File: config.mk
export PLATFORM = sky130hd
export DESIGN_NAME = bpa_ctrl
export DESIGN_NICKNAME = d
export VERILOG_FILES = /design/src/rtl/bpa_pkg.sv /design/src/rtl/bpa_ctrl.sv
export SDC_FILE = /design/constraint.sdc
export NUM_CORES = 1
export LEC_CHECK = 0
export BUFFER_PORTS_ARGS = -buffer_cell sky130_fd_sc_hd__buf_2
export CAP_MARGIN = 20
export CELL_PAD_IN_SITES_DETAIL_PLACEMENT = 0
export CELL_PAD_IN_SITES_GLOBAL_PLACEMENT = 1
export CORE_MARGIN = 5
export CORE_UTILIZATION = 49
export CTS_BUF_LIST = sky130_fd_sc_hd__clkbuf_2 sky130_fd_sc_hd__clkbuf_4 sky130_fd_sc_hd__clkbuf_8
export CTS_CLUSTER_DIAMETER = 30
export DETAILED_ROUTE_END_ITERATION = 10
export PLACE_DENSITY = 0.85
export SLEW_MARGIN = 10
export SYNTH_ARGS = -nofsm -noshare
export SYNTH_HDL_FRONTEND = slang
export SYNTH_SLANG_ARGS = --single-unit
File: constraint.sdc
create_clock -name i_clk -period 12.68 [get_ports i_clk]
set_clock_uncertainty 0.1 [all_clocks]
set_input_delay 2.536 -clock i_clk [delete_from_list [all_inputs] [get_ports i_clk]]
set_output_delay 2.536 -clock i_clk [all_outputs]
set_load 0.02 [all_outputs]
File: src/rtl/bpa_pkg.sv
`timescale 1ns / 1ps
`default_nettype none
package bpa_pkg;
    localparam int DEF_MAX_LEVEL = 10;
    localparam int LVL_W         = 4;
    localparam logic [LVL_W-1:0] USED_MARK = 4'hF;

    localparam logic CMD_ALLOC = 1'b0;
    localparam logic CMD_FREE  = 1'b1;

    localparam logic [1:0] ST_DONE    = 2'd0;
    localparam logic [1:0] ST_NOSPACE = 2'd1;
    localparam logic [1:0] ST_INVALID = 2'd2;
endpackage
`default_nettype wire

File: src/rtl/bpa_ctrl.sv
`timescale 1ns / 1ps
`default_nettype none
module bpa_ctrl #(
    parameter int MAX_LEVEL = bpa_pkg::DEF_MAX_LEVEL
) (
    input  wire logic                       i_clk,
    input  wire logic                       i_rst_n,
    input  wire logic                       i_cfg_we,
    input  wire logic [bpa_pkg::LVL_W-1:0]  i_cfg_wdata,
    input  wire logic                       i_req_valid,
    output logic                            o_req_ready,
    input  wire logic                       i_command,
    input  wire logic [MAX_LEVEL:0]         i_page_count,
    input  wire logic [MAX_LEVEL-1:0]       i_page_offset,
    output logic                            o_res_valid,
    input  wire logic                       i_res_ready,
    output logic [1:0]                      o_res_status,
    output logic [MAX_LEVEL-1:0]            o_res_offset,
    output logic [MAX_LEVEL:0]              o_res_free,
    output logic                            o_mem_we,
    output logic [MAX_LEVEL:0]              o_mem_waddr,
    output logic [bpa_pkg::LVL_W-1:0]       o_mem_wdata,
    output logic [MAX_LEVEL:0]              o_mem_raddr,
    input  wire logic [bpa_pkg::LVL_W-1:0]  i_mem_rdata
);
    import bpa_pkg::*;

    localparam int NODE_W = MAX_LEVEL + 1;
    localparam int CNT_W  = MAX_LEVEL + 1;
    localparam int OFF_W  = MAX_LEVEL;
    localparam int RST_LVL_I = (10 > MAX_LEVEL) ? MAX_LEVEL : 10;
    localparam logic [LVL_W-1:0] RST_LEVEL = LVL_W'(RST_LVL_I);
    localparam logic [LVL_W-1:0] TOP_LEVEL = LVL_W'(MAX_LEVEL);

    typedef enum logic [3:0] {
        S_IDLE, S_CHK, S_EVAL, S_DL, S_DR, S_DD,
        S_FILL, S_UP, S_AL, S_AR, S_AW, S_REPLY
    } t_state;

    t_state            r_state;
    logic [LVL_W-1:0]  r_tl;
    logic [CNT_W-1:0]  r_cnt;
    logic              r_cmd;
    logic [LVL_W-1:0]  r_k;
    logic [LVL_W-1:0]  r_lvl;
    logic [NODE_W-1:0] r_node;
    logic [NODE_W-1:0] r_first;
    logic [NODE_W-1:0] r_i;
    logic [LVL_W-1:0]  r_d;
    logic [LVL_W-1:0]  r_fval;
    logic              r_used;
    logic              r_build;
    logic [LVL_W-1:0]  r_l;
    logic [1:0]        r_status;
    logic [OFF_W-1:0]  r_off;

    // Round a count up to the next power of two and return its log2
    function automatic logic [LVL_W-1:0] round_level(input logic [CNT_W-1:0] n);
        logic [CNT_W-1:0] m;
        logic [LVL_W-1:0] k;
        m = n - CNT_W'(1);
        k = '0;
        for (int b = 0; b < CNT_W; b++) begin
            if (m[b]) begin
                k = LVL_W'(b + 1);
            end
        end
        return k;
    endfunction

    function automatic logic [LVL_W-1:0] larger(input logic [LVL_W-1:0] a,
                                                input logic [LVL_W-1:0] b);
        if (a == USED_MARK) return b;
        if (b == USED_MARK) return a;
        return (a > b) ? a : b;
    endfunction

    logic [LVL_W-1:0]  k_in;
    logic [LVL_W-1:0]  cfg_lvl;
    logic [NODE_W-1:0] free_node;
    logic [NODE_W-1:0] child_l;
    logic [NODE_W-1:0] child_r;
    logic              lfit;
    logic              rfit;
    logic [NODE_W-1:0] dd_node;
    logic [NODE_W-1:0] fill_node;
    logic [NODE_W-1:0] off_full;
    logic [OFF_W-1:0]  alloc_off;
    logic [NODE_W-1:0] last_i;
    logic              fill_done;
    logic [LVL_W-1:0]  merge_val;
    logic [LVL_W-1:0]  lvl_dn;

    // Request decode
    assign k_in    = round_level(i_page_count);
    assign cfg_lvl = (i_cfg_wdata > TOP_LEVEL) ? TOP_LEVEL : i_cfg_wdata;
    assign free_node = (NODE_W'(i_page_offset) >> k_in)
                     + (NODE_W'(1) << (r_tl - k_in)) - NODE_W'(1);

    // Child selection on the way down
    assign child_l = NODE_W'({r_node, 1'b1});
    assign child_r = NODE_W'({r_node, 1'b1}) + NODE_W'(1);
    assign lfit    = (r_l != USED_MARK) && (r_l >= r_k);
    assign rfit    = (i_mem_rdata != USED_MARK) && (i_mem_rdata >= r_k);
    assign dd_node = (lfit && rfit) ? ((r_l > i_mem_rdata) ? child_r : child_l)
                   : (lfit ? child_l : child_r);
    assign lvl_dn  = r_lvl - LVL_W'(1);

    // Page offset of the block that is taken
    assign fill_node = (r_state == S_DD) ? dd_node : r_node;
    assign off_full  = ((fill_node + NODE_W'(1)) << r_k) - (NODE_W'(1) << r_tl);
    assign alloc_off = off_full[OFF_W-1:0];

    // Subtree sweep bookkeeping
    assign last_i    = (NODE_W'(1) << r_d) - NODE_W'(1);
    assign fill_done = (r_d == r_k) && (r_i == last_i);

    // Parent value on the way up: merge buddies or take the larger child
    assign merge_val = ((r_l == lvl_dn) && (i_mem_rdata == lvl_dn)) ? r_lvl
                     : larger(r_l, i_mem_rdata);

    // Memory access
    always_comb begin
        o_mem_we    = (r_state == S_FILL) || (r_state == S_AW);
        o_mem_waddr = (r_state == S_FILL) ? (r_first + r_i) : r_node;
        o_mem_wdata = (r_state == S_FILL) ? r_fval : merge_val;
        case (r_state)
            S_DL, S_AL: o_mem_raddr = child_l;
            S_DR, S_AR: o_mem_raddr = child_r;
            default:    o_mem_raddr = r_node;
        endcase
    end

    assign o_req_ready  = (r_state == S_IDLE);
    assign o_res_valid  = (r_state == S_REPLY);
    assign o_res_status = r_status;
    assign o_res_offset = r_off;
    assign o_res_free   = r_cnt;

    // Sequencer
    always_ff @(posedge i_clk) begin
        if (!i_rst_n) begin
            r_state  <= S_FILL;
            r_tl     <= RST_LEVEL;
            r_cnt    <= CNT_W'(1) << RST_LEVEL;
            r_k      <= RST_LEVEL;
            r_node   <= '0;
            r_first  <= '0;
            r_i      <= '0;
            r_d      <= '0;
            r_fval   <= RST_LEVEL;
            r_used   <= 1'b0;
            r_build  <= 1'b1;
            r_status <= ST_DONE;
            r_off    <= '0;
        end else if (i_cfg_we) begin
            // Rebuild the whole tree as free
            r_state <= S_FILL;
            r_tl    <= cfg_lvl;
            r_cnt   <= CNT_W'(1) << cfg_lvl;
            r_k     <= cfg_lvl;
            r_node  <= '0;
            r_first <= '0;
            r_i     <= '0;
            r_d     <= '0;
            r_fval  <= cfg_lvl;
            r_used  <= 1'b0;
            r_build <= 1'b1;
        end else begin
            case (r_state)
                S_IDLE: begin
                    if (i_req_valid) begin
                        r_cmd   <= i_command;
                        r_k     <= k_in;
                        r_off   <= '0;
                        r_build <= 1'b0;
                        if (i_command == CMD_ALLOC) begin
                            if (i_page_count == '0) begin
                                r_status <= ST_INVALID;
                                r_state  <= S_REPLY;
                            end else if (i_page_count > r_cnt || k_in > r_tl) begin
                                r_status <= ST_NOSPACE;
                                r_state  <= S_REPLY;
                            end else begin
                                r_node  <= '0;
                                r_lvl   <= r_tl;
                                r_state <= S_CHK;
                            end
                        end else begin
                            if (i_page_count == '0 || k_in > r_tl
                                || {1'b0, i_page_offset} >= (CNT_W'(1) << r_tl)) begin
                                r_status <= ST_INVALID;
                                r_state  <= S_REPLY;
                            end else begin
                                r_node  <= free_node;
                                r_lvl   <= k_in;
                                r_state <= S_CHK;
                            end
                        end
                    end
                end
                S_CHK: r_state <= S_EVAL;
                S_EVAL: begin
                    r_first <= r_node;
                    r_i     <= '0;
                    r_d     <= '0;
                    if (r_cmd == CMD_ALLOC) begin
                        if (i_mem_rdata == USED_MARK || i_mem_rdata < r_k) begin
                            r_status <= ST_NOSPACE;
                            r_state  <= S_REPLY;
                        end else if (r_lvl == r_k) begin
                            r_off   <= alloc_off;
                            r_fval  <= USED_MARK;
                            r_used  <= 1'b1;
                            r_state <= S_FILL;
                        end else begin
                            r_state <= S_DL;
                        end
                    end else begin
                        if (i_mem_rdata != USED_MARK) begin
                            r_status <= ST_INVALID;
                            r_state  <= S_REPLY;
                        end else begin
                            r_fval  <= r_k;
                            r_used  <= 1'b0;
                            r_state <= S_FILL;
                        end
                    end
                end
                S_DL: r_state <= S_DR;
                S_DR: begin
                    r_l     <= i_mem_rdata;
                    r_state <= S_DD;
                end
                S_DD: begin
                    // Step to the tighter fitting child
                    r_node <= dd_node;
                    r_lvl  <= lvl_dn;
                    if (lvl_dn == r_k) begin
                        r_off   <= alloc_off;
                        r_first <= dd_node;
                        r_i     <= '0;
                        r_d     <= '0;
                        r_fval  <= USED_MARK;
                        r_used  <= 1'b1;
                        r_state <= S_FILL;
                    end else begin
                        r_state <= S_DL;
                    end
                end
                S_FILL: begin
                    if (fill_done) begin
                        r_state <= r_build ? S_IDLE : S_UP;
                    end else if (r_i == last_i) begin
                        r_i     <= '0;
                        r_d     <= r_d + LVL_W'(1);
                        r_first <= NODE_W'({r_first, 1'b1});
                        if (!r_used) begin
                            r_fval <= r_fval - LVL_W'(1);
                        end
                    end else begin
                        r_i <= r_i + NODE_W'(1);
                    end
                end
                S_UP: begin
                    if (r_node == '0) begin
                        r_status <= ST_DONE;
                        if (r_cmd == CMD_ALLOC) begin
                            r_cnt <= r_cnt - (CNT_W'(1) << r_k);
                        end else begin
                            r_cnt <= r_cnt + (CNT_W'(1) << r_k);
                        end
                        r_state <= S_REPLY;
                    end else begin
                        r_node  <= (r_node - NODE_W'(1)) >> 1;
                        r_lvl   <= r_lvl + LVL_W'(1);
                        r_state <= S_AL;
                    end
                end
                S_AL: r_state <= S_AR;
                S_AR: begin
                    r_l     <= i_mem_rdata;
                    r_state <= S_AW;
                end
                S_AW: r_state <= S_UP;
                S_REPLY: begin
                    if (i_res_ready) begin
                        r_state <= S_IDLE;
                    end
                end
                default: r_state <= S_IDLE;
            endcase
        end
    end
endmodule
`default_nettype wire

Yosys cells after proc, flatten, opt, wreduce, memory -nomap -nowiden
Cells that the tools add are included.
- word-level logic and storage cells: 247
- register bits: 87
- output and inout port bits: 52
- input bits: 35
- add/sub/neg operators: 17
- shifts and indexed selects: 7
- mux-type cells: 108
- reduce and logical (&&, ||, !) cells: 40
- equality and inequality tests: 49
- bitwise gates (word level): 2
- magnitude comparators: 8
- operator list (kind ; number):
    two-way mux 11 bit ; 21
    two-way mux 4 bit ; 48
    case mux 11 bit (3 select lines) ; 3
    left shift 1 x 4 -> 11 bit, first input constant ; 5
    two-way mux 10 bit ; 5
    case mux 4 bit (12 select lines) ; 1
    case mux 4 bit (3 select lines) ; 3
    adder 11 x 1 -> 11 bit, second input constant ; 3
    adder 11 bit ; 3
    subtractor 11 x 1 -> 11 bit, second input constant ; 3
    inequality test 3 bit, second input constant ; 10
    case mux 10 bit (3 select lines) ; 1
    equality test 4 bit, second input constant ; 6
    AND reduction 8 bit ; 3
    zero test 11 bit ; 2
    two-way mux 2 bit ; 11
    case mux 11 bit (2 select lines) ; 1
    equality test 4 bit ; 5
    inequality test 4 bit, second input constant ; 5
    equality test 4 x 3 -> 1 bit, second input constant ; 4
    inequality test 2 bit, second input constant ; 8
    nonzero test 3 bit ; 4
    equality test 11 bit ; 1
    >= comparator 10 x 11 -> 1 bit ; 1
    35 further kinds ; 74

Longest topological paths before layout
Gate-level depths: netlist of run 1.
- word-level depth: 20
- depth in mapped cells: 33
- gate-level depth less buffers: 32

Least setup slack after synthesis of run 1
Ideal clock, no wire load.
- kind: input to register
- start: in i_page_count[1]
- end: reg r_node[10]
- path buffers: 1
- arrival time: 7665 ps
- slack: 4829 ps
- cell stages on the path: 27
- data required time: 12494 ps
- path through: nor3_1 > nand2_1 > nor3_1 > mux2i_1 > a21oi_1 > o22a_1 > a211o_1 > buf_4 > ha_1 > fa_1 > xor2_1 > nor2b_1 > nand2_1 > ha_1 > inv_1 > ha_1 > a21o_1 > a21oi_1 > o21ai_0 > a21oi_1 > o21bai_1 > a21oi_1 > o21bai_1 > a21oi_1 > xnor2_1 > a21oi_1 > a211oi_1
- word-level cells in the longest chain between the ends: 19
- RTL lines (element ; line ; RTL):
    start, declared ; bpa_ctrl.sv:13 ; input wire logic [MAX_LEVEL:0] i_page_count,
    subtractor 11 x 1 -> 11 bit ; bpa_ctrl.sv:61 ; m = n - CNT_W'(1);
    two-way mux 2 bit ; bpa_ctrl.sv:64 ; if (m[b]) begin
    two-way mux 4 bit (9 in a row) ; bpa_ctrl.sv:64 ;
    subtractor 4 bit ; bpa_ctrl.sv:98 ; + (NODE_W'(1) << (r_tl - k_in)) - NODE_W'(1);
    left shift 1 x 4 -> 11 bit ; bpa_ctrl.sv:98 ;
    adder 11 bit ; bpa_ctrl.sv:98 ;
    subtractor 11 x 1 -> 11 bit ; bpa_ctrl.sv:98 ;
    two-way mux 11 bit ; bpa_ctrl.sv:190 ; if (i_page_count == '0 || k_in > r_tl
    two-way mux 11 bit ; bpa_ctrl.sv:177 ; if (i_command == CMD_ALLOC) begin
    two-way mux 11 bit ; bpa_ctrl.sv:172 ; if (i_req_valid) begin
    case mux 11 bit (3 select lines) ; bpa_ctrl.sv:170 ; case (r_state)
    end signal, assigned ; bpa_ctrl.sv:195 ; r_node <= free_node;
    end signal, assigned ; bpa_ctrl.sv:237 ; r_node <= dd_node;
    end signal, assigned ; bpa_ctrl.sv:275 ; r_node <= (r_node - NODE_W'(1)) >> 1;
    end, declared ; bpa_ctrl.sv:46 ; logic [NODE_W-1:0] r_node;
Several ways; a longest one is shown, not always the timed one. The select of a mux whose other input is x is not followed.
A chain may end at the register's enable or synchronous reset.

Worst setup path in the final report of run 1
- start: in i_mem_rdata[1] (netlist name)
- end: reg r_off[9] (netlist: o_res_offset[9])
- word-level cells in the longest chain between the ends: 12
- RTL lines (element ; line ; RTL):
    start, declared ; bpa_ctrl.sv:24 ; input wire logic [bpa_pkg::LVL_W-1:0] i_mem_rdata
    >= comparator 4 bit / inequality test 4 bit (equally long branches) ; bpa_ctrl.sv:104 ; assign rfit = (i_mem_rdata != USED_MARK) && (i_mem_rdata >= r_k);
    logical AND 1 bit ; bpa_ctrl.sv:104 ;
    logical AND 1 bit ; bpa_ctrl.sv:105 ; assign dd_node = (lfit && rfit) ? ((r_l > i_mem_rdata) ? child_r : child_l)
    two-way mux 11 bit ; bpa_ctrl.sv:105 ;
    two-way mux 11 bit ; bpa_ctrl.sv:110 ; assign fill_node = (r_state == S_DD) ? dd_node : r_node;
    adder 11 x 1 -> 11 bit ; bpa_ctrl.sv:111 ; assign off_full = ((fill_node + NODE_W'(1)) << r_k) - (NODE_W'(1) << r_tl);
    left shift 11 x 4 -> 10 bit ; bpa_ctrl.sv:111 ;
    subtractor 10 bit ; bpa_ctrl.sv:111 ;
    two-way mux 10 bit ; bpa_ctrl.sv:211 ; end else if (r_lvl == r_k) begin
    two-way mux 10 bit ; bpa_ctrl.sv:208 ; if (i_mem_rdata == USED_MARK || i_mem_rdata < r_k) begin
    two-way mux 10 bit ; bpa_ctrl.sv:207 ; if (r_cmd == CMD_ALLOC) begin
    case mux 10 bit (3 select lines) ; bpa_ctrl.sv:170 ;
    end signal, assigned ; bpa_ctrl.sv:212 ; r_off <= alloc_off;
    end signal, assigned ; bpa_ctrl.sv:240 ; r_off <= alloc_off;
    end, declared ; bpa_ctrl.sv:55 ; logic [OFF_W-1:0] r_off;
Several ways; a longest one is shown, not always the timed one. The select of a mux whose other input is x is not followed.

==> impl_metrics.csv, run 1 <==
group,metric,value,unit
floorplanning,die_x,160,um
timing,hold_violations,0,
synth,synthFlopType,"dfxtp_1",
drt,vias,11200,
drt,drc_errors,0,
timing,finalSetupViolCount,0,
synth,synthesis.nets,1654,
timing,slew_headroom,0.313,
synth,synth-seq-cells,87,
drt,antenna_left,0,
drt,wl_per_cell,18.9,um
grt,grt_max_degree,42,
grt,overflow,0,
synth,synthArstFlopShare,0,
min_path,hold_class,"reg2reg",
setup_path,crit_fanout,6,
setup_path,critical_path.startpoint_type,"input port",
synth,ys_seq_area_frac,0.167,
timing,fin_setup_tns,0,ns
clock_network,root_buffer,"clkbuf_8",
setup_path,worstSetupEndpointType,"register",
clock_network,cts_tree,"built",
setup_path,critPathMaxStageDelay,0.78,ns
synth,yosys.area.top_type_share,0.142,
cells_and_area,fill_cells,2183,
cells_and_area,multi_input_area,8240,um2
floorplanning,die_y,160,um
synth,synthTopCellsByCount,"nor2_1 (158), nand2_1 (138), a21oi_1 (126)",
power,totalPowerFinal,1180,uW
floorplanning,core_area,22000,um2
setup_path,crit_buf_inv,2,
clock_network,numClockSinks,87,
synth,synth_most_common_cell,"nor2_1",
place,gp_congestion,0.963,
synth,syn_inst,1511,
clock_network,clk_pin_slew,0.10,ns
power,p_leak,0.00472,uW
setup_path,cp.arrival,8.60,ns
grt,grt_usage,0.257,
timing,tightestPinTransition,1.03,ns
clock_network,clock_insertion_delay_worst_skew,0.40,ns
setup_path,required,12.90,ns
place,portBuffers,86,
timing,fmax,0.119,GHz
cells_and_area,nNetsFinal,1668,
synth,synth_cell_types,101,
clock_network,postCtsHoldBufs,0,
synth,synth_area,11000,um2
cells_and_area,diodes,0,
clock_network,cts_buffers,9,
place,dp_hpwl,26300,um
run_status,outcome,"finished clean",
synth,avgSynthCellArea,7.25,um2
synth,ys.warnings.count,0,
clock_network,clockBufferDepth,2,
setup_path,slowest_stage,"nor3_1",
grt,grt_pass1_vias,10100,
timing,finalCriticalPeriod,8.38,ns
grt,antenna_found_initial,0,
run,maxCapViolations,0,
synth,synth-edff-count,9,
synth,netlist_top_cells_area,"dfxtp_1 (14%), ha_1 (12%), a21oi_1 (5.8%), nor2_1 (5.4%), nand2_1 (4.7%)",
cells_and_area,syn2layout_area_growth,5.07,%
cells_and_area,seqCellArea,1830,um2
timing,maxSlewViolCount,0,
clock_network,htreeDepth,3,
clock_network,cts_resized,0,
drt,wl,34200,um
floorplanning,start_util,0.499,
timing,period_share,0.661,
setup_path,critPathTopFamily,"simple AND/OR/NAND/NOR gates",
clock_network,postCtsSetupRepairBufs,0,
timing,rsz0062_at_grt,"no",
grt,grt_pass1_wl,54500,um
drt,drtIter0Drc,1084,
power,power.density,103,nW/um2
cells_and_area,drive_gt1_frac,0.108,
floorplanning,rows,54,
power,ir_worst_vdd,0.111,mV
floorplanning,die_area,25500,um2
drt,viasPerCell,6.17,
floorplanning,ios,87,
drt,firstDrtPassIters,6,
synth,synth_top_cell_by_area,"dfxtp_1",
setup_path,crit_type,"in2reg",
[cells by family (layout without fill, tap and decap cells)]
kind of cell    Yosys count  after routing  synth area share
buf+inv                 201            220            0.0817
mux                      39             39            0.0379
xor+xnor                 83             83            0.0676
fa+ha+maj               108            108             0.127
simple gates            538            538             0.243
compound gates          455            455             0.276
flops                    87             87             0.167
[final cells by class]
cell class | instances | share of cell area
inverter | 106 | 0.0346
tap | 280 | 0.0304
clock buffer | 10 | 0.0114
multi-input combinational | 1223 | 0.715
sequential | 87 | 0.159
clock inverter | 6 | 0.00402
timing repair buffer | 98 | 0.0452
[worst min-delay path, delay by kind of cell, from the launching register on]
kind / cells / cell delay (ns)
flip-flops: 1 / 0.33
AND/OR/NAND/NOR: 1 / 0.06
AO/OA/AOI/OAI: 1 / 0.05
[layout by cell type, fill, tap and decap left out, drive strengths merged, types with 12 or more instances in the layout]
| master | synthesis | routed |
|---|---|---|
| nor2 | 158 | 158 |
| nand2 | 139 | 139 |
| a21oi | 128 | 128 |
| inv | 105 | 106 |
| ha | 103 | 103 |
| buf | 18 | 98 |
| o21ai | 97 | 97 |
| dfxtp | 78 | 78 |
| nor3 | 46 | 46 |
| xnor2 | 43 | 43 |
| xor2 | 39 | 39 |
| nand3 | 38 | 38 |
| a211oi | 29 | 29 |
| mux2i | 28 | 28 |
| nand2b | 25 | 25 |
| a21o | 22 | 22 |
| nor2b | 22 | 22 |
| a31oi | 21 | 21 |
| o21a | 17 | 17 |
| nor4 | 17 | 17 |
| o22ai | 16 | 16 |
| o211ai | 16 | 16 |
| a221oi | 15 | 15 |
| or3 | 15 | 15 |
| and3 | 14 | 14 |
| nand4 | 12 | 12 |
[state kept, by name, summed over array words and instances, names as in the netlist, 10 cells and up]
| signal | count |
|---|---|
| o_res_free | 11 |
| o_res_offset | 10 |
| r_first | 11 |
| r_i | 11 |
| r_node | 11 |
[per-stage QoR]
step / util / instances / worst slack [ns] / hold slack [ns] / area [um2]
floorplan: - / 1511 / 4.83 / 0.374 / 11000
global placement: 0.516 / 1794 / 4.19 / 0.358 / 11300
finish: 0.524 / 1810 / 4.30 / 0.378 / 11500
global route: 0.524 / 1810 / 3.75 / 0.416 / 11500
detailed placement: 0.516 / 1794 / 4.00 / 0.361 / 11300
CTS: 0.524 / 1810 / 4.39 / 0.380 / 11500
[layer usage]
| layer | wire length (um) | global-route usage | part of all wire | vias to the layer above |
|---|---|---|---|---|
| met5 | 0 | 0 | 0 | - |
| met2 | 15200 | 0.409 | 0.44 | 399 |
| met1 | 16100 | 0.370 | 0.47 | 5238 |
| met4 | 438 | 0.0501 | 0.013 | 0 |
| met3 | 2570 | 0.0409 | 0.075 | 40 |
| li1 | - | - | - | 5495 |
[report_power, final]
| part | switching [uW] | leakage, uW | total [uW] | internal (uW) |
|---|---|---|---|---|
| Clock | 125 | 0.0000863 | 200 | 74.8 |
| Sequential | 34.8 | 0.000714 | 341 | 306 |
| Combinational | 384 | 0.00392 | 640 | 256 |
[path summary, 6_finish.rpt]
check	to	cells past startpoint	startpoint	slack (ns)
setup / recovery	o_res_offset[9]$_SDFFE_PN0P_	28	i_mem_rdata[1]	4.30
hold / removal	o_res_offset[7]$_SDFFE_PN0P_	2	o_res_offset[7]$_SDFFE_PN0P_	0.38
setup reg to reg	o_res_offset[9]$_SDFFE_PN0P_	28	r_k[3]$_SDFFE_PN1P_	5.45
hold reg to reg	o_res_offset[7]$_SDFFE_PN0P_	2	o_res_offset[7]$_SDFFE_PN0P_	0.38
Power figures use the tool's default switching activity.
==> inputs of run 2 (changes only) <==
- ABC_AREA: default -> 1
- CORE_UTILIZATION: 49 -> 44
- PLACE_DENSITY: 0.85 -> 0.8
- clock period: 12.68 -> 8.6 ns (I/O delays scaled with it)
==> impl_metrics.csv, run 2 <==
group,metric,value,unit
run_status,outcome,"finished clean",
cells_and_area,nNetsFinal,1885,
setup_path,crit_path_frequent_cell,"inv_1",
synth,ys.warnings.count,0,
drt,firstDrtPassIters,8,
setup_path,r2r_setup_slack,2.47,ns
synth,synthesis.nets,1826,
timing,hold_violations,0,
synth,synth_area,10300,um2
timing,fmax,0.135,GHz
floorplanning,ios,87,
clock_network,numClockSinks,87,
grt,grt_max_degree,30,
power,ir_worst_vdd,0.167,mV
timing,maxSlewViolCount,0,
setup_path,crit_buf_inv,11,
synth,yosys.area.top_type_share,0.151,
place,dp_hpwl,27600,um
setup_path,worstSetupEndpointType,"register",
cells_and_area,diodes,0,
drt,viasPerCell,5.43,
synth,synth-seq-cells,87,
clock_network,root_buffer,"clkbuf_8",
timing,period_share,0.862,
drt,wl,34100,um
drt,drtIter0Drc,852,
drt,antenna_left,0,
floorplanning,die_area,26600,um2
synth,syn_inst,1683,
clock_network,clock_insertion_delay_worst_skew,0.41,ns
floorplanning,die_y,163,um
grt,grt_pass1_wl,54100,um
floorplanning,core_area,23300,um2
timing,fin_setup_tns,0,ns
grt,grt_pass1_vias,10300,
setup_path,timing.rr.end,"o_res_offset[9]$_SDFFE_PN0P_",
clock_network,clk_pin_slew,0.10,ns
clock_network,htreeDepth,3,
timing,holdWs,0.369,ns
synth,synth-edff-count,9,
setup_path,slowest_stage,"ha_1",
clock_network,cts_buffers,9,
min_path,min_path_cells,2,
cells_and_area,syn2layout_area_growth,8.51,%
clock_network,cts_resized,0,
synth,synthFlopType,"dfxtp_1",
synth,synthTopCellsByCount,"nand2_1 (381), inv_1 (239), nor2_1 (213)",
setup_path,crit_fanout,7,
place,gp_congestion,0.947,
timing,tightestPinTransition,1.06,ns
timing,finalCriticalPeriod,7.41,ns
setup_path,cp.arrival,7.58,ns
cells_and_area,drive_gt1_frac,0.0899,
place,portBuffers,86,
setup_path,critPathTopFamily,"simple AND/OR/NAND/NOR gates",
drt,drc_errors,0,
clock_network,cts_tree,"built",
drt,vias,11200,
timing,slew_headroom,0.292,
setup_path,required,8.77,ns
grt,overflow,0,
power,p_leak,0.00528,uW
setup_path,critPathMaxStageDelay,0.34,ns
synth,synth_top_cell_by_area,"dfxtp_1",
grt,grt_usage,0.252,
drt,wl_per_cell,16.5,um
cells_and_area,layout_commonest_cell,"nand2_1",
floorplanning,start_util,0.443,
power,totalPowerFinal,1560,uW
setup_path,r2r_start,"r_k[2]$_SDFFE_PN0P_",
power,power.density,139,nW/um2
run,maxCapViolations,0,
min_path,min_to,"o_res_offset[1]$_SDFFE_PN0P_",
floorplanning,rows,56,
min_path,hold_class,"reg2reg",
clock_network,postCtsHoldBufs,0,
synth,synth_most_common_cell,"nand2_1",
cells_and_area,stdcell_count,2066,
clock_network,postCtsSetupRepairBufs,0,
min_path,hp-start,"o_res_offset[1]$_SDFFE_PN0P_",
synth,netlist_top_cells_area,"dfxtp_1 (15%), nand2_1 (14%), ha_1 (12%), inv_1 (8.7%), nor2_1 (7.8%)",
setup_path,r2r_cells,33,
synth,ys_seq_area_frac,0.178,
floorplanning,die_x,163,um
timing,rsz0062_at_grt,"no",
cells_and_area,fill_cells,2554,
setup_path,critical_path.startpoint_type,"input port",
synth,synthArstFlopShare,0,
clock_network,clockBufferDepth,2,
grt,antenna_found_initial,0,
synth,synth_cell_types,56,
synth,avgSynthCellArea,6.13,um2
setup_path,crit_type,"in2reg",
place,place_inst,2050,
cells_and_area,final_cell_mix,"nand2_1 (381), inv_1 (239), nor2_1 (213), o21ai_0 (115), a21oi_1 (105)",
timing,finalSetupViolCount,0,
cells_and_area,finish.utilization,0.481,
-- run 2: cell count changes after synthesis, sizes merged, moves of 22 or more --
cell    delta
xnor2     -24
nand2b    -24
nand2    +252
inv      +143
nor2      +64
a211oi    -23
nor2b     -22
nand3     +61
clkbuf    -42
o21ai     +22
mux2i     -28
-- run 2: worst max-delay path by stage --
| stage | start | endpoint | cells past startpoint |
|---|---|---|---|
| global placement | i_page_count[0] | r_node[9]$_SDFFE_PP0P_ | 44 |
| detailed placement | i_page_count[0] | r_node[9]$_SDFFE_PP0P_ | 44 |
| finish | i_page_count[0] | r_node[9]$_SDFFE_PP0P_ | 44 |
| CTS | i_page_count[0] | r_node[9]$_SDFFE_PP0P_ | 44 |
| global route | i_page_count[0] | r_node[9]$_SDFFE_PP0P_ | 44 |
| floorplan | i_page_count[0] | r_node[9]$_SDFFE_PP0P_ | 43 |
-- run 2: logic make-up after synthesis --
kind of cell,synth area share
compound gates,0.203
xor+xnor,0.0510
fa+ha+maj,0.135
buf+inv,0.113
flops,0.178
simple gates,0.320
-- run 2: cell type report --
class,instances,area (um2),area share
multi-input cells,1296,7310,0.653
flip-flops and latches,87,1830,0.164
inverters,255,962,0.0860
repair buffers,93,483,0.0432
well taps,319,399,0.0357
clock buffers,9,124,0.0111
clock inverters,7,77.6,0.00693
-- run 2: where the power goes --
part,internal (uW),switching (uW)
Combinational,253,518
Sequential,435,27.6
Clock,138,185
Total,826,731
-- run 2: per-layer routing --
metal	track usage	part of all wire
met1	0.333	0.45
met2	0.433	0.47
met3	0.0298	0.047
met4	0.0770	0.026
met5	0	0
-- run 2: tightest hold or removal path: cells and delay by family (launching register included) --
family / cells / cell delay, ns
AOI/OAI and AO/OA: 1 / 0.05
DFF: 1 / 0.32
and+or+nand+nor: 1 / 0.06
-- run 2: through the flow --
stage                     instance area [um2]  worst slack [ns]
after CTS                               11200              1.20
after detailed placement                11000             0.801
final                                   11200              1.19
after global routing                    11200             0.525
after global placement                  11000              1.04
after floorplan                         10300              1.63
